**src/sv/seconds_counter_calendar_unit_assert.svh**
```systemverilog
// Assertion macros for the calendar unit's datapath.
`ifndef SECONDS_COUNTER_CALENDAR_UNIT_ASSERT_SVH
`define SECONDS_COUNTER_CALENDAR_UNIT_ASSERT_SVH

// The consequent must hold in the same cycle as the antecedent.
`define SCC_ASSERT_NOW(lbl, ante, cons, msg) \
   lbl: assert property (@(posedge clock) disable iff (reset) (ante) |-> (cons)) \
      else $error(msg);

// The consequent must hold in the cycle after the antecedent.
`define SCC_ASSERT_NEXT(lbl, ante, cons, msg) \
   lbl: assert property (@(posedge clock) disable iff (reset) (ante) |=> (cons)) \
      else $error(msg);

`endif

```
**src/sv/scc_pkg.sv**
```systemverilog
package scc_pkg;

   localparam int unsigned SECS_PER_DAY  = 86400;
   localparam int unsigned SECS_PER_HOUR = 3600;
   localparam int unsigned SECS_PER_MIN  = 60;

   // Each divisor splits into a power of two, taken off by a shift, and an odd
   // part d. The odd part is divided by multiplying with ceil(2^k / d) and
   // dropping k bits. The quotient is exact over the whole range of the
   // shifted operand: 25 bits for the day, 13 for the hour, 10 for the minute.
   localparam logic [25:0] DAY_RECIP  = 26'd50903317;  // 86400 = 2^7 * 675, k = 35
   localparam logic [13:0] HOUR_RECIP = 14'd9321;      // 3600 = 2^4 * 225, k = 21
   localparam logic [10:0] MIN_RECIP  = 11'd1093;      // 60 = 2^2 * 15, k = 14

   localparam logic [11:0] EPOCH_YEAR    = 12'd1970;
   localparam logic [3:0]  LAST_MONTH    = 4'd11;
   localparam logic [3:0]  FEBRUARY      = 4'd1;
   localparam logic [3:0]  JULY          = 4'd6;

   typedef enum logic [1:0] {
      DIV_DAY,
      DIV_HOUR,
      DIV_MIN
   } div_sel_type;

   typedef struct packed {
      logic        load;        // take the input item and start the day division
      logic        div_step;    // a step of the current division
      logic        div_last;    // remainder cycle of the current division
      div_sel_type div_sel;     // which division is running
      logic        year_step;   // remove one whole year from the day count
      logic        month_step;  // remove one whole month from the day count
      logic        emit;        // copy the breakdown into the result register
   } cmd_type;

   typedef struct packed {
      logic year_more;   // remaining days cover the current year
      logic month_more;  // remaining days cover the current month
      logic out_free;    // result register can take a new item this cycle
   } status_type;

   // Years reached from a 32-bit count lie in 1970..2106, where the only
   // century that is not a leap year is 2100.
   function automatic logic leap_year(input logic [11:0] y);
      return (y[1:0] == 2'b00) && (y != 12'd2100);
   endfunction

   function automatic logic [8:0] days_in_year(input logic [11:0] y);
      return leap_year(y) ? 9'd366 : 9'd365;
   endfunction

   // Month index runs 0..11 with January as 0.
   function automatic logic [4:0] days_in_month(input logic leap, input logic [3:0] m);
      logic [3:0] mm;
      mm = (m > JULY) ? (m - 4'd1) : m;
      if (m == FEBRUARY) begin
         return leap ? 5'd29 : 5'd28;
      end
      return mm[0] ? 5'd30 : 5'd31;
   endfunction

endpackage

```
**src/sv/scc_ctrl.sv**
```systemverilog
module scc_ctrl (
   input  logic                clock,
   input  logic                reset,
   input  logic                req_tvalid,
   output logic                req_tready,
   output scc_pkg::cmd_type    cmd,
   input  scc_pkg::status_type status
);
   import scc_pkg::*;

   typedef enum logic [2:0] {
      ST_IDLE,
      ST_DAY,
      ST_HOUR,
      ST_MIN,
      ST_YEAR,
      ST_MONTH,
      ST_EMIT
   } state_type;

   // Each division takes a quotient step and then a remainder step.
   state_type  state_ff;
   logic       step_ff;

   assign req_tready = (state_ff == ST_IDLE);

   always_comb begin
      cmd = '0;
      cmd.div_sel = DIV_DAY;
      unique case (state_ff)
         ST_IDLE: begin
            cmd.load = req_tvalid;
         end
         ST_DAY: begin
            cmd.div_step = 1'b1;
            cmd.div_last = step_ff;
            cmd.div_sel  = DIV_DAY;
         end
         ST_HOUR: begin
            cmd.div_step = 1'b1;
            cmd.div_last = step_ff;
            cmd.div_sel  = DIV_HOUR;
         end
         ST_MIN: begin
            cmd.div_step = 1'b1;
            cmd.div_last = step_ff;
            cmd.div_sel  = DIV_MIN;
         end
         ST_YEAR: begin
            cmd.year_step = status.year_more;
         end
         ST_MONTH: begin
            cmd.month_step = status.month_more;
         end
         ST_EMIT: begin
            cmd.emit = status.out_free;
         end
         default: begin
            cmd = '0;
         end
      endcase
   end

   always_ff @(posedge clock) begin
      if (reset) begin
         state_ff <= ST_IDLE;
         step_ff  <= 1'b0;
      end else begin
         unique case (state_ff)
            ST_IDLE: begin
               if (req_tvalid) begin
                  state_ff <= ST_DAY;
                  step_ff  <= 1'b0;
               end
            end
            ST_DAY: begin
               if (step_ff) begin
                  state_ff <= ST_HOUR;
                  step_ff  <= 1'b0;
               end else begin
                  step_ff <= 1'b1;
               end
            end
            ST_HOUR: begin
               if (step_ff) begin
                  state_ff <= ST_MIN;
                  step_ff  <= 1'b0;
               end else begin
                  step_ff <= 1'b1;
               end
            end
            ST_MIN: begin
               if (step_ff) begin
                  state_ff <= ST_YEAR;
                  step_ff  <= 1'b0;
               end else begin
                  step_ff <= 1'b1;
               end
            end
            ST_YEAR: begin
               if (!status.year_more) begin
                  state_ff <= ST_MONTH;
               end
            end
            ST_MONTH: begin
               if (!status.month_more) begin
                  state_ff <= ST_EMIT;
               end
            end
            ST_EMIT: begin
               if (status.out_free) begin
                  state_ff <= ST_IDLE;
               end
            end
            default: begin
               state_ff <= ST_IDLE;
            end
         endcase
      end
   end

endmodule

```
**src/sv/scc_dp.sv**
```systemverilog
module scc_dp (
   input  logic                clock,
   input  logic                reset,
   input  logic                req_tuser,   // kind
   input  logic [31:0]         req_tdata,   // new_seconds
   input  scc_pkg::cmd_type    cmd,
   output scc_pkg::status_type status,
   output logic                rsp_tvalid,
   input  logic                rsp_tready,
   output logic [71:0]         rsp_tdata    // epoch_seconds, second, minute, hour,
                                            // day, month, year, two zero bits
);
   import scc_pkg::*;

   `include "seconds_counter_calendar_unit_assert.svh"

   logic [31:0] count_ff,   count_in;
   logic [31:0] work_ff,    work_in;
   logic [15:0] quot_ff,    quot_in;
   logic [15:0] days_ff,    days_in;
   logic [4:0]  hour_ff,    hour_in;
   logic [5:0]  minute_ff,  minute_in;
   logic [11:0] year_ff,    year_in;
   logic [3:0]  month_ff,   month_in;
   logic        rsp_valid_ff, rsp_valid_in;
   logic [71:0] rsp_data_ff,  rsp_data_in;

   logic [50:0] day_prod;
   logic [26:0] hour_prod;
   logic [20:0] min_prod;
   logic [15:0] recip_quot;
   logic [31:0] div_const;
   logic [31:0] back_prod;
   logic [8:0]  year_len;
   logic [4:0]  month_len;
   logic [4:0]  day_one;
   logic [3:0]  month_one;
   logic        month_ok;
   logic        day_ok;

   // Reciprocal products; the quotient sits above the dropped k bits.
   assign day_prod  = 51'(work_ff[31:7]) * 51'(DAY_RECIP);
   assign hour_prod = 27'(work_ff[16:4]) * 27'(HOUR_RECIP);
   assign min_prod  = 21'(work_ff[11:2]) * 21'(MIN_RECIP);
   assign back_prod = 32'(quot_ff) * div_const;

   assign year_len  = days_in_year(year_ff);
   assign month_len = days_in_month(leap_year(year_ff), month_ff);
   assign day_one   = days_ff[4:0] + 5'd1;
   assign month_one = month_ff + 4'd1;

   assign status.year_more  = (days_ff >= 16'(year_len));
   assign status.month_more = (month_ff < LAST_MONTH) && (days_ff >= 16'(month_len));
   assign status.out_free   = !rsp_valid_ff || rsp_tready;

   always_comb begin
      recip_quot = day_prod[50:35];
      div_const  = 32'(SECS_PER_DAY);
      unique case (cmd.div_sel)
         DIV_DAY: begin
            recip_quot = day_prod[50:35];
            div_const  = 32'(SECS_PER_DAY);
         end
         DIV_HOUR: begin
            recip_quot = {11'd0, hour_prod[25:21]};
            div_const  = 32'(SECS_PER_HOUR);
         end
         DIV_MIN: begin
            recip_quot = {10'd0, min_prod[19:14]};
            div_const  = 32'(SECS_PER_MIN);
         end
         default: begin
            recip_quot = day_prod[50:35];
            div_const  = 32'(SECS_PER_DAY);
         end
      endcase
   end

   always_comb begin
      count_in   = count_ff;
      work_in    = work_ff;
      quot_in    = quot_ff;
      days_in    = days_ff;
      hour_in    = hour_ff;
      minute_in  = minute_ff;
      year_in    = year_ff;
      month_in   = month_ff;

      if (cmd.load) begin
         count_in   = req_tuser ? req_tdata : (count_ff + 32'd1);
         work_in    = count_in;
      end

      if (cmd.div_step) begin
         if (!cmd.div_last) begin
            quot_in = recip_quot;
         end else begin
            work_in = work_ff - back_prod;
            unique case (cmd.div_sel)
               DIV_DAY: begin
                  days_in = quot_ff;
               end
               DIV_HOUR: begin
                  hour_in = quot_ff[4:0];
               end
               DIV_MIN: begin
                  minute_in = quot_ff[5:0];
                  year_in   = EPOCH_YEAR;
                  month_in  = '0;
               end
               default: begin
                  work_in = work_ff;
               end
            endcase
         end
      end

      if (cmd.year_step) begin
         days_in = days_ff - 16'(year_len);
         year_in = year_ff + 12'd1;
      end

      if (cmd.month_step) begin
         days_in  = days_ff - 16'(month_len);
         month_in = month_ff + 4'd1;
      end
   end

   always_comb begin
      rsp_valid_in = rsp_valid_ff;
      rsp_data_in  = rsp_data_ff;
      if (cmd.emit) begin
         rsp_valid_in = 1'b1;
         rsp_data_in  = {2'b00, year_ff, month_one, day_one, hour_ff, minute_ff,
                         work_ff[5:0], count_ff};
      end else if (rsp_tready) begin
         rsp_valid_in = 1'b0;
      end
   end

   always_ff @(posedge clock) begin
      if (reset) begin
         count_ff     <= '0;
         rsp_valid_ff <= 1'b0;
      end else begin
         count_ff     <= count_in;
         rsp_valid_ff <= rsp_valid_in;
      end
   end

   always_ff @(posedge clock) begin
      work_ff     <= work_in;
      quot_ff     <= quot_in;
      days_ff     <= days_in;
      hour_ff     <= hour_in;
      minute_ff   <= minute_in;
      year_ff     <= year_in;
      month_ff    <= month_in;
      rsp_data_ff <= rsp_data_in;
   end

   assign rsp_tvalid = rsp_valid_ff;
   assign rsp_tdata  = rsp_data_ff;

   assign month_ok = (rsp_data_ff[57:54] != 4'd0) && (rsp_data_ff[57:54] <= 4'd12);
   assign day_ok   = (rsp_data_ff[53:49] != 5'd0) && (rsp_data_ff[48:44] < 5'd24);

   `SCC_ASSERT_NEXT(a_emit_sets_valid, cmd.emit, rsp_valid_ff, "result lost after emit")
   `SCC_ASSERT_NOW(a_month_range, rsp_valid_ff, month_ok, "month out of range")
   `SCC_ASSERT_NOW(a_day_range, rsp_valid_ff, day_ok, "day or hour out of range")

endmodule

```
**src/sv/seconds_counter_calendar_unit.sv**
```systemverilog
// Channel   Ports                      Contents (lowest bit first)
// req       req_tvalid/tready/tuser    tuser: kind; tdata[31:0]: new_seconds
// rsp       rsp_tvalid/tready/tdata    tdata: epoch_seconds, second, minute,
//                                      hour, day, month, year, two zero bits
//
// An item is accepted, then goes through the day, hour and minute divisions (a
// reciprocal multiply step and a remainder step each), the year walk, removing
// one whole year past 1970 per step, the month walk, removing one whole month per
// step, and the result load. The year walk dominates. Reset is synchronous and
// returns the count to zero (1970-01-01 00:00:00) with no result pending. A
// stalled result waits in its own register while the next item is accepted and
// worked on; that item then holds in the result load until the register is free.
module seconds_counter_calendar_unit (
   input  logic        clock,
   input  logic        reset,

   input  logic        req_tvalid,
   output logic        req_tready,
   input  logic        req_tuser,   // [0] kind: 0 tick, 1 load
   input  logic [31:0] req_tdata,   // [31:0] new_seconds

   output logic        rsp_tvalid,
   input  logic        rsp_tready,
   output logic [71:0] rsp_tdata    // [31:0] epoch_seconds, [37:32] second_of_minute,
                                    // [43:38] minute_of_hour, [48:44] hour_of_day,
                                    // [53:49] day_of_month, [57:54] month_of_year,
                                    // [69:58] year_number, [71:70] zero
);
   import scc_pkg::*;

   // The controller sequences the divisions and walks; the datapath holds the
   // count, the working registers and the result register.
   cmd_type    cmd;
   status_type status;

   scc_ctrl u_ctrl (
      .clock      (clock),
      .reset      (reset),
      .req_tvalid (req_tvalid),
      .req_tready (req_tready),
      .cmd        (cmd),
      .status     (status)
   );

   scc_dp u_dp (
      .clock      (clock),
      .reset      (reset),
      .req_tuser  (req_tuser),
      .req_tdata  (req_tdata),
      .cmd        (cmd),
      .status     (status),
      .rsp_tvalid (rsp_tvalid),
      .rsp_tready (rsp_tready),
      .rsp_tdata  (rsp_tdata)
   );

endmodule

```
**config.mk**
```make
export PLATFORM = sky130hd
export DESIGN_NAME = seconds_counter_calendar_unit
export DESIGN_NICKNAME = d
export VERILOG_FILES = /design/src/sv/scc_pkg.sv /design/src/sv/scc_ctrl.sv /design/src/sv/scc_dp.sv /design/src/sv/seconds_counter_calendar_unit.sv
export VERILOG_INCLUDE_DIRS = /design/src /design/src/sv
export SDC_FILE = /design/constraint.sdc
export NUM_CORES = 2
export LEC_CHECK = 0
export ABC_AREA = 1
export BUFFER_PORTS_ARGS = -buffer_cell sky130_fd_sc_hd__buf_4
export CORE_MARGIN = 10
export CORE_UTILIZATION = 65
export DETAILED_ROUTE_END_ITERATION = 10
export PLACE_DENSITY = 0.88
export SLEW_MARGIN = 30
export SYNTH_ARGS = -nofsm -noshare
export SYNTH_HDL_FRONTEND = slang
export SYNTH_SLANG_ARGS = --single-unit
```
**constraint.sdc**
```tcl
create_clock -name clock -period 7.8 [get_ports clock]
set_clock_uncertainty 0.2 [all_clocks]
set_input_delay 0.39 -clock clock [delete_from_list [all_inputs] [get_ports clock]]
set_output_delay 0.39 -clock clock [all_outputs]
set_load 0.01 [all_outputs]
```
### Word level (Yosys, flattened, before mapping)

Cells that the tools add are included.

| word-level totals | value |
|---|---|
| bits in registers | 198 |
| bits of input ports | 37 |
| output and inout port bits | 74 |
| logic and storage cells | 120 |

| operators by class | value |
|---|---|
| add/subtract/negate cells | 8 |
| multipliers | 4 |
| order comparisons | 4 |
| equal/unequal tests | 18 |
| mux-type cells | 45 |
| bitwise gates (word level) | 1 |
| reductions and logical operators | 28 |

Operator list:

| operator | number |
|---|---|
| $mux W32 | 5 |
| $mux W16 | 5 |
| $mul A25 B26 Y51 const B | 1 |
| $mux W12 | 4 |
| $pmux W17 S2 | 1 |
| $add A32 B1 Y32 const B | 1 |
| $mul A16 B17 Y32 | 1 |
| $pmux W16 S2 | 1 |
| $sub A32 B32 Y32 | 1 |
| $mul A13 B14 Y26 const B | 1 |
| $mux W3 | 7 |
| $pmux W3 S7 | 1 |
| $mul A10 B11 Y20 const B | 1 |
| $ge A16 B5 Y1 | 1 |
| $ge A16 B9 Y1 | 1 |
| $mux W4 | 4 |
| $reduce_bool A2 Y1 | 8 |
| $sub A16 B5 Y16 | 1 |
| $sub A16 B9 Y16 | 1 |
| $reduce_and A3 Y1 | 5 |
| $add A12 B1 Y12 const B | 1 |
| $mux W1 | 12 |
| $ne A12 B12 Y1 const B | 1 |
| $pmux W4 S3 | 1 |
| other kinds (27) | 42 |

### Depth between registers and ports, before layout

| depth | value |
|---|---|
| depth in word-level cells | 10 |
| mapped depth | 32 |
| mapped depth without buffers | 31 |

### Hierarchy

Synthesis repeated with hierarchy kept, for this count alone.

| second synthesis, totals | value |
|---|---|
| cells, all modules | 3,937 |
| area, all modules | 32,255.9 um^2 |

By module, submodules not included:

| module | times used | cells an instance | area an instance (um^2) | seq. area each (um^2) |
|---|---|---|---|---|
| scc_dp | 1 | 3,873 | 31,891.8 | 5,495.3 |
| scc_ctrl | 1 | 64 | 364.1 | 80.1 |

### Least setup slack after synthesis

OpenSTA, ideal clock, no wires.

| timing path | value |
|---|---|
| path type | register to register |
| start point | register u_ctrl.state_ff[2] |
| end point | register u_dp.work_ff[31], data pin |
| setup time | 0.253 ns |
| data arrival time | 5.761 ns |
| data required time | 7.347 ns |
| slack | 1.585 ns |
| cell stages (with the launch flop) | 28 |
| path buffers | 2 |
| clock period less this slack | 6.215 ns |
| cell sequence | dfxtp_1 > inv_1 > nand2_2 > buf_6 > inv_1 > clkbuf_1 > nor2_1 > inv_1 > fa_1 > inv_1 > fa_1 > fa_1 > inv_1 > fa_1 > fa_1 > inv_1 > fa_1 > inv_1 > ha_1 > a21o_1 > a21oi_1 > nand2_1 > inv_1 > nor2_1 > nor2_1 > nand3_1 > nand3_1 > nand2_1 |

| between the ends | value |
|---|---|
| word-level cells in the longest chain between the ends | 9 |
| elaborated cells between the ends (all ways) | 15 |
| classes of those cells | add/sub: 1; mul: 1; eq/ne: 5; mux: 7; reduce/logical: 1 |

Ends and longest elaborated chain:

| what | line | RTL |
|---|---|---|
| from (decl) | scc_ctrl.sv:22 | `state_type state_ff;` |
| from (signal assigned) | scc_ctrl.sv:66 | `state_ff <= ST_IDLE;` |
| from (signal assigned) | scc_ctrl.sv:72 | `state_ff <= ST_DAY;` |
| from (signal assigned) | scc_ctrl.sv:78 | `state_ff <= ST_HOUR;` |
| $eq A3 B2 Y1 / $eq A3 B1 Y1 (equally long branches) | scc_ctrl.sv:30 | `unique case (state_ff)` |
| $pmux W4 S3 | scc_ctrl.sv:30 |  |
| $eq A2 B2 Y1 / $eq A2 B1 Y1 (equally long branches) | scc_dp.sv:59 | `unique case (cmd.div_sel)` |
| $pmux W17 S2 | scc_dp.sv:59 |  |
| $mul A16 B17 Y32 | scc_dp.sv:45 | `assign back_prod = 32'(quot_ff) * div_const;` |
| $sub A32 B32 Y32 | scc_dp.sv:98 | `work_in = work_ff - back_prod;` |
| $mux W32 | scc_dp.sv:99 | `unique case (cmd.div_sel)` |
| $mux W32 | scc_dp.sv:95 | `if (!cmd.div_last) begin` |
| $mux W32 (*) | scc_dp.sv:94 | `if (cmd.div_step) begin` |
| net u_dp.work_in[31] | scc_dp.sv:18 | `logic [31:0] work_ff, work_in;` |
| to (signal assigned) | scc_dp.sv:152 | `work_ff <= work_in;` |
| to (decl) | scc_dp.sv:18 |  |

The timed path passes the listed nets; every way through them passes the cells marked *. The select of a mux whose other input is x is not followed.
A chain may end at the register's enable or synchronous reset.

### Final worst setup path

| timing path | value |
|---|---|
| start point | register u_ctrl.state_ff[2] |
| end point | register u_dp.work_ff[30], data pin |

The elaborated chain is that of the path after synthesis.

==> summary.md <==
| Metric | Value |
|---|---|
| Clock root cell | sky130_fd_sc_hd__clkbuf_16 |
| Pin count of the biggest net entering global routing | 71 |
| Library cell with the largest summed area after synthesis | sky130_fd_sc_hd__fa_1 |
| Slew @ Worst Pin | 1.05 ns |
| DP HPWL | 84400 µm |
| Type of the worst min-delay path | in -> reg |
| Rows | 81 |
| Setup-failing EPs final | 0 |
| Final weighted congestion in routability-driven placement | 1.02 |
| Ant diodes | 0 |
| R2R Setup Slk | 0.68 ns |
| Sum Neg Setup Slack | 0 ns |
| DRC violations left | 0 |
| Type of element launching the critical path | register |
| Fraction of final layout cells with drive strength greater than 1 | 0.0510 |
| Seq/Total Area, Yosys | 0.172 |
| RR Startpoint | u_ctrl.state_ff[2]$_SDFFE_PP0P_ |
| Worst-case headroom to the max-slew limit | 0.294 |
| Worst skew pair latency | 0.51 ns |
| Yosys Warn Count | 0 |
| Overall die area | 59200 µm² |
| Effective utilization at floorplan | 0.659 |
| Number of cell instances on the worst register-to-register path | 27 |
| Routed len/inst | 20.5 µm |
| CP Class | reg -> reg |
| Number of flops mapped to enable cells by yosys | between 150 and 200 |
| Kind of cell adding the most delay to the critical path | adder cells |
| Fraction of registers with async set or reset after synthesis | 0 |
| Number of port buffers | around 110 |
| RSZ-0062 raised after global routing | false |
| Leading post-synthesis cells by cell area | sky130_fd_sc_hd__fa_1, sky130_fd_sc_hd__ha_1, sky130_fd_sc_hd__edfxtp_1 |
| Critical path depth in cells | 27 |
| Time the worst path needs with I/O delays and setup | 7.12 ns |
| End point of the critical path | u_dp.work_ff[30]$_DFFE_PP_ |
| Finished Core Util | 0.707 |
| Number of nets in the layout | 5143 |
| Area fraction of the dominant cell type after synthesis | 0.235 |
| Endpoint of the lowest-slack register-to-register path | u_dp.work_ff[30]$_DFFE_PP_ |
| TritonCTS Sinks | 198 |
| Number of global-route vias before repair | 28000 |
| Layout-stage area growth over the synthesis result | 7.25% |
| DR vias | roughly 27000 |
| Die Span X | 243 µm |
| Most frequently used flop master after synthesis | sky130_fd_sc_hd__edfxtp_1 |
| Buffers plus inverters on the worst setup path | 7 |
| Via density per instance | 5.62 |
| DIE HEIGHT | roughly 240 µm |
| CTS-repair resized insts | 0 |
| Wire length of the first global-routing pass | 155000 µm |
| Clock buffer depth | 2 |
| Overall routed net length | 99600 µm |
| Number of antenna violations at the first check in global routing | 0 |
| Crit path launch | u_ctrl.state_ff[2]$_SDFFE_PP0P_ |
| Ports | 111 |
| Fin. max-slew vios | 0 |
| Pre-Repair DR Iteration Count | 6 |
| Core box area | 49200 µm² |
| Data arrival at the endpoint of the critical path | 7.17 ns |
| Highest attainable clock frequency | about 140 MHz |
| Post-synthesis sequential element count | 198 |
| Filler Cells Inserted | ~4000 |
| CTS HTree Levels | 4 |
| Total clock buffers created by CTS | 17 |
| Number of design-rule violations left by the first detailed-router iteration | 2553 |
| Dominant cell by count in the synthesized netlist | sky130_fd_sc_hd__inv_1 |
| Number of nets with antenna violations after routing | 0 |
| CTS tree | yes |
| Most common cell type on the critical path | sky130_fd_sc_hd__inv_1 |
| Total global routing overflow | 0 |
| Number of different library cells in the post-synthesis netlist | 50 |
| Gate Count Post-Synth | ~4000 |
| Clock-pin slew reported for the worst setup and hold paths after clock tree synthesis | around 0.080 ns |
| Crit-path max cell delay | around 0.55 ns |
| Count of maximum capacitance violations | 0 |
| Status | finished clean |
| Avg Cell Area, Syn | 8.02 µm² |
| Count of hold buffers inserted by post-cts repair | 0 |
| Final Hold Viols | 0 |
| Post-Synthesis Cell Area | 32400 µm² |
| Aggregate global-route resource usage | 0.339 |
| Most frequent cells after synthesis | sky130_fd_sc_hd__inv_1, sky130_fd_sc_hd__nand2_1, sky130_fd_sc_hd__ha_1 |
| Kind of end point of the critical path | register |
| Worst EP required | 7.85 ns |
| Worst Path Max Fanout | 21 |
| Final cycle utilization of the critical path | 0.913 |
| Post-CTS setup buffer count | 0 |
| Critical-path top delay cell | sky130_fd_sc_hd__fa_1 |
[state kept, by name, indices dropped and copies added, names as in the netlist]
name and cells:
u_dp.month_ff 4, u_ctrl.state_ff 3, u_dp.quot_ff 16, u_dp.work_ff 32, u_dp.count_ff 32, u_dp.year_ff 12, u_dp.rsp_tvalid 1, u_dp.rsp_tdata 70
u_dp.minute_ff 6, u_dp.days_ff 16, u_ctrl.step_ff 1, u_dp.hour_ff 5
[per-stage QoR]
stage	setup WS (ns)	cells	hold slack [ns]	cell area (µm²)
final	0.677	4860	0.110	34800
after global routing	0.175	4860	0.0995	34800
after CTS	0.724	4860	0.0963	34800
after detailed placement	0.804	4828	0.205	34200
after global placement	0.905	4828	0.200	34100
after floorplan	1.59	4076	0.200	32500
[cells by family after synthesis]
kind of cell / count (synthesis) / synth area share
AO/OA/AOI/OAI: 313 / 0.0516
XOR/XNOR: 61 / 0.0165
adder cells (fa/ha/maj): 923 / 0.445
buffers and inverters: 1068 / 0.126
flip-flops: 198 / 0.172
other: 2 / 0.000232
AND/OR/NAND/NOR: 1478 / 0.189
[worst min-delay path by stage]
stage               slack, ns                         from  depth (start not counted)                             end
global placement         0.20  u_dp.minute_ff[5]$_DFFE_PP_                          0    u_dp.rsp_tdata[43]$_DFFE_PP_
finish                   0.11                   rsp_tready                          4    u_dp.rsp_tvalid$_SDFFE_PP0P_
CTS                       0.1                   rsp_tready                          4    u_dp.rsp_tvalid$_SDFFE_PP0P_
floorplan                0.20  u_dp.minute_ff[0]$_DFFE_PP_                          0    u_dp.rsp_tdata[38]$_DFFE_PP_
global route              0.1                req_tdata[11]                          3  u_dp.count_ff[11]$_SDFFE_PP0P_
detailed placement       0.21  u_dp.minute_ff[1]$_DFFE_PP_                          0    u_dp.rsp_tdata[39]$_DFFE_PP_
[worst register-to-register path: stages, from the launching register on]
cell	delay, ns
sky130_fd_sc_hd__dfxtp_1	0.39
sky130_fd_sc_hd__inv_1	0.16
sky130_fd_sc_hd__nand2_2	0.14
sky130_fd_sc_hd__inv_1	0.51
sky130_fd_sc_hd__nand2_1	0.22
sky130_fd_sc_hd__nor2_1	0.36
sky130_fd_sc_hd__inv_1	0.11
sky130_fd_sc_hd__fa_1	0.49
sky130_fd_sc_hd__inv_1	0.05
sky130_fd_sc_hd__fa_1	0.48
sky130_fd_sc_hd__inv_1	0.07
sky130_fd_sc_hd__fa_1	0.51
sky130_fd_sc_hd__fa_1	0.53
sky130_fd_sc_hd__fa_1	0.55
sky130_fd_sc_hd__inv_1	0.06
sky130_fd_sc_hd__fa_1	0.54
sky130_fd_sc_hd__inv_1	0.05
sky130_fd_sc_hd__ha_1	0.35
sky130_fd_sc_hd__a21oi_1	0.21
sky130_fd_sc_hd__o21ai_0	0.20
sky130_fd_sc_hd__a21oi_1	0.25
sky130_fd_sc_hd__nor2_1	0.06
sky130_fd_sc_hd__nor2_1	0.13
sky130_fd_sc_hd__nand2_1	0.06
sky130_fd_sc_hd__nand2_1	0.05
sky130_fd_sc_hd__nand2_1	0.04
sky130_fd_sc_hd__nand2_1	0.05
sky130_fd_sc_hd__nand2_1	0.05
[routing by layer]
layer  up-vias  share of wire  GRT usage
li1      12700              -          -
met1     13000           0.38      0.417
met2      1281           0.47      0.559
met3       333          0.084     0.0626
met4         0          0.060      0.184
met5         -              0          0
[layout by cell type, fill, tap and decap left out, types with 17 or more instances in the layout]
| cell type | instances |
|---|---|
| sky130_fd_sc_hd__inv_1 | 1014 |
| sky130_fd_sc_hd__nand2_1 | 825 |
| sky130_fd_sc_hd__ha_1 | 542 |
| sky130_fd_sc_hd__fa_1 | 381 |
| sky130_fd_sc_hd__nor2_1 | 365 |
| sky130_fd_sc_hd__edfxtp_1 | 161 |
| sky130_fd_sc_hd__a21oi_1 | 157 |
| sky130_fd_sc_hd__nand3_1 | 152 |
| sky130_fd_sc_hd__buf_4 | 132 |
| sky130_fd_sc_hd__o21ai_0 | 106 |
| sky130_fd_sc_hd__xor2_1 | 46 |
| sky130_fd_sc_hd__nor3_1 | 39 |
| sky130_fd_sc_hd__dfxtp_1 | 37 |
| sky130_fd_sc_hd__conb_1 | 35 |
| sky130_fd_sc_hd__nand4_1 | 27 |
| sky130_fd_sc_hd__clkbuf_16 | 17 |
[cell type report]
cell class | instances | area [µm²] | area share
multi-input cells | 2810 | 22900 | 0.659
flip-flops and latches | 198 | 5580 | 0.160
inverters | 1023 | 3840 | 0.111
repair buffers | 133 | 1000 | 0.0288
well taps | 664 | 831 | 0.0239
clock buffers | 18 | 429 | 0.0123
clock inverters | 14 | 173 | 0.00497
Power is not shown: default switching activity piles up to over one toggle a cycle in this logic, so the estimate is an artifact.
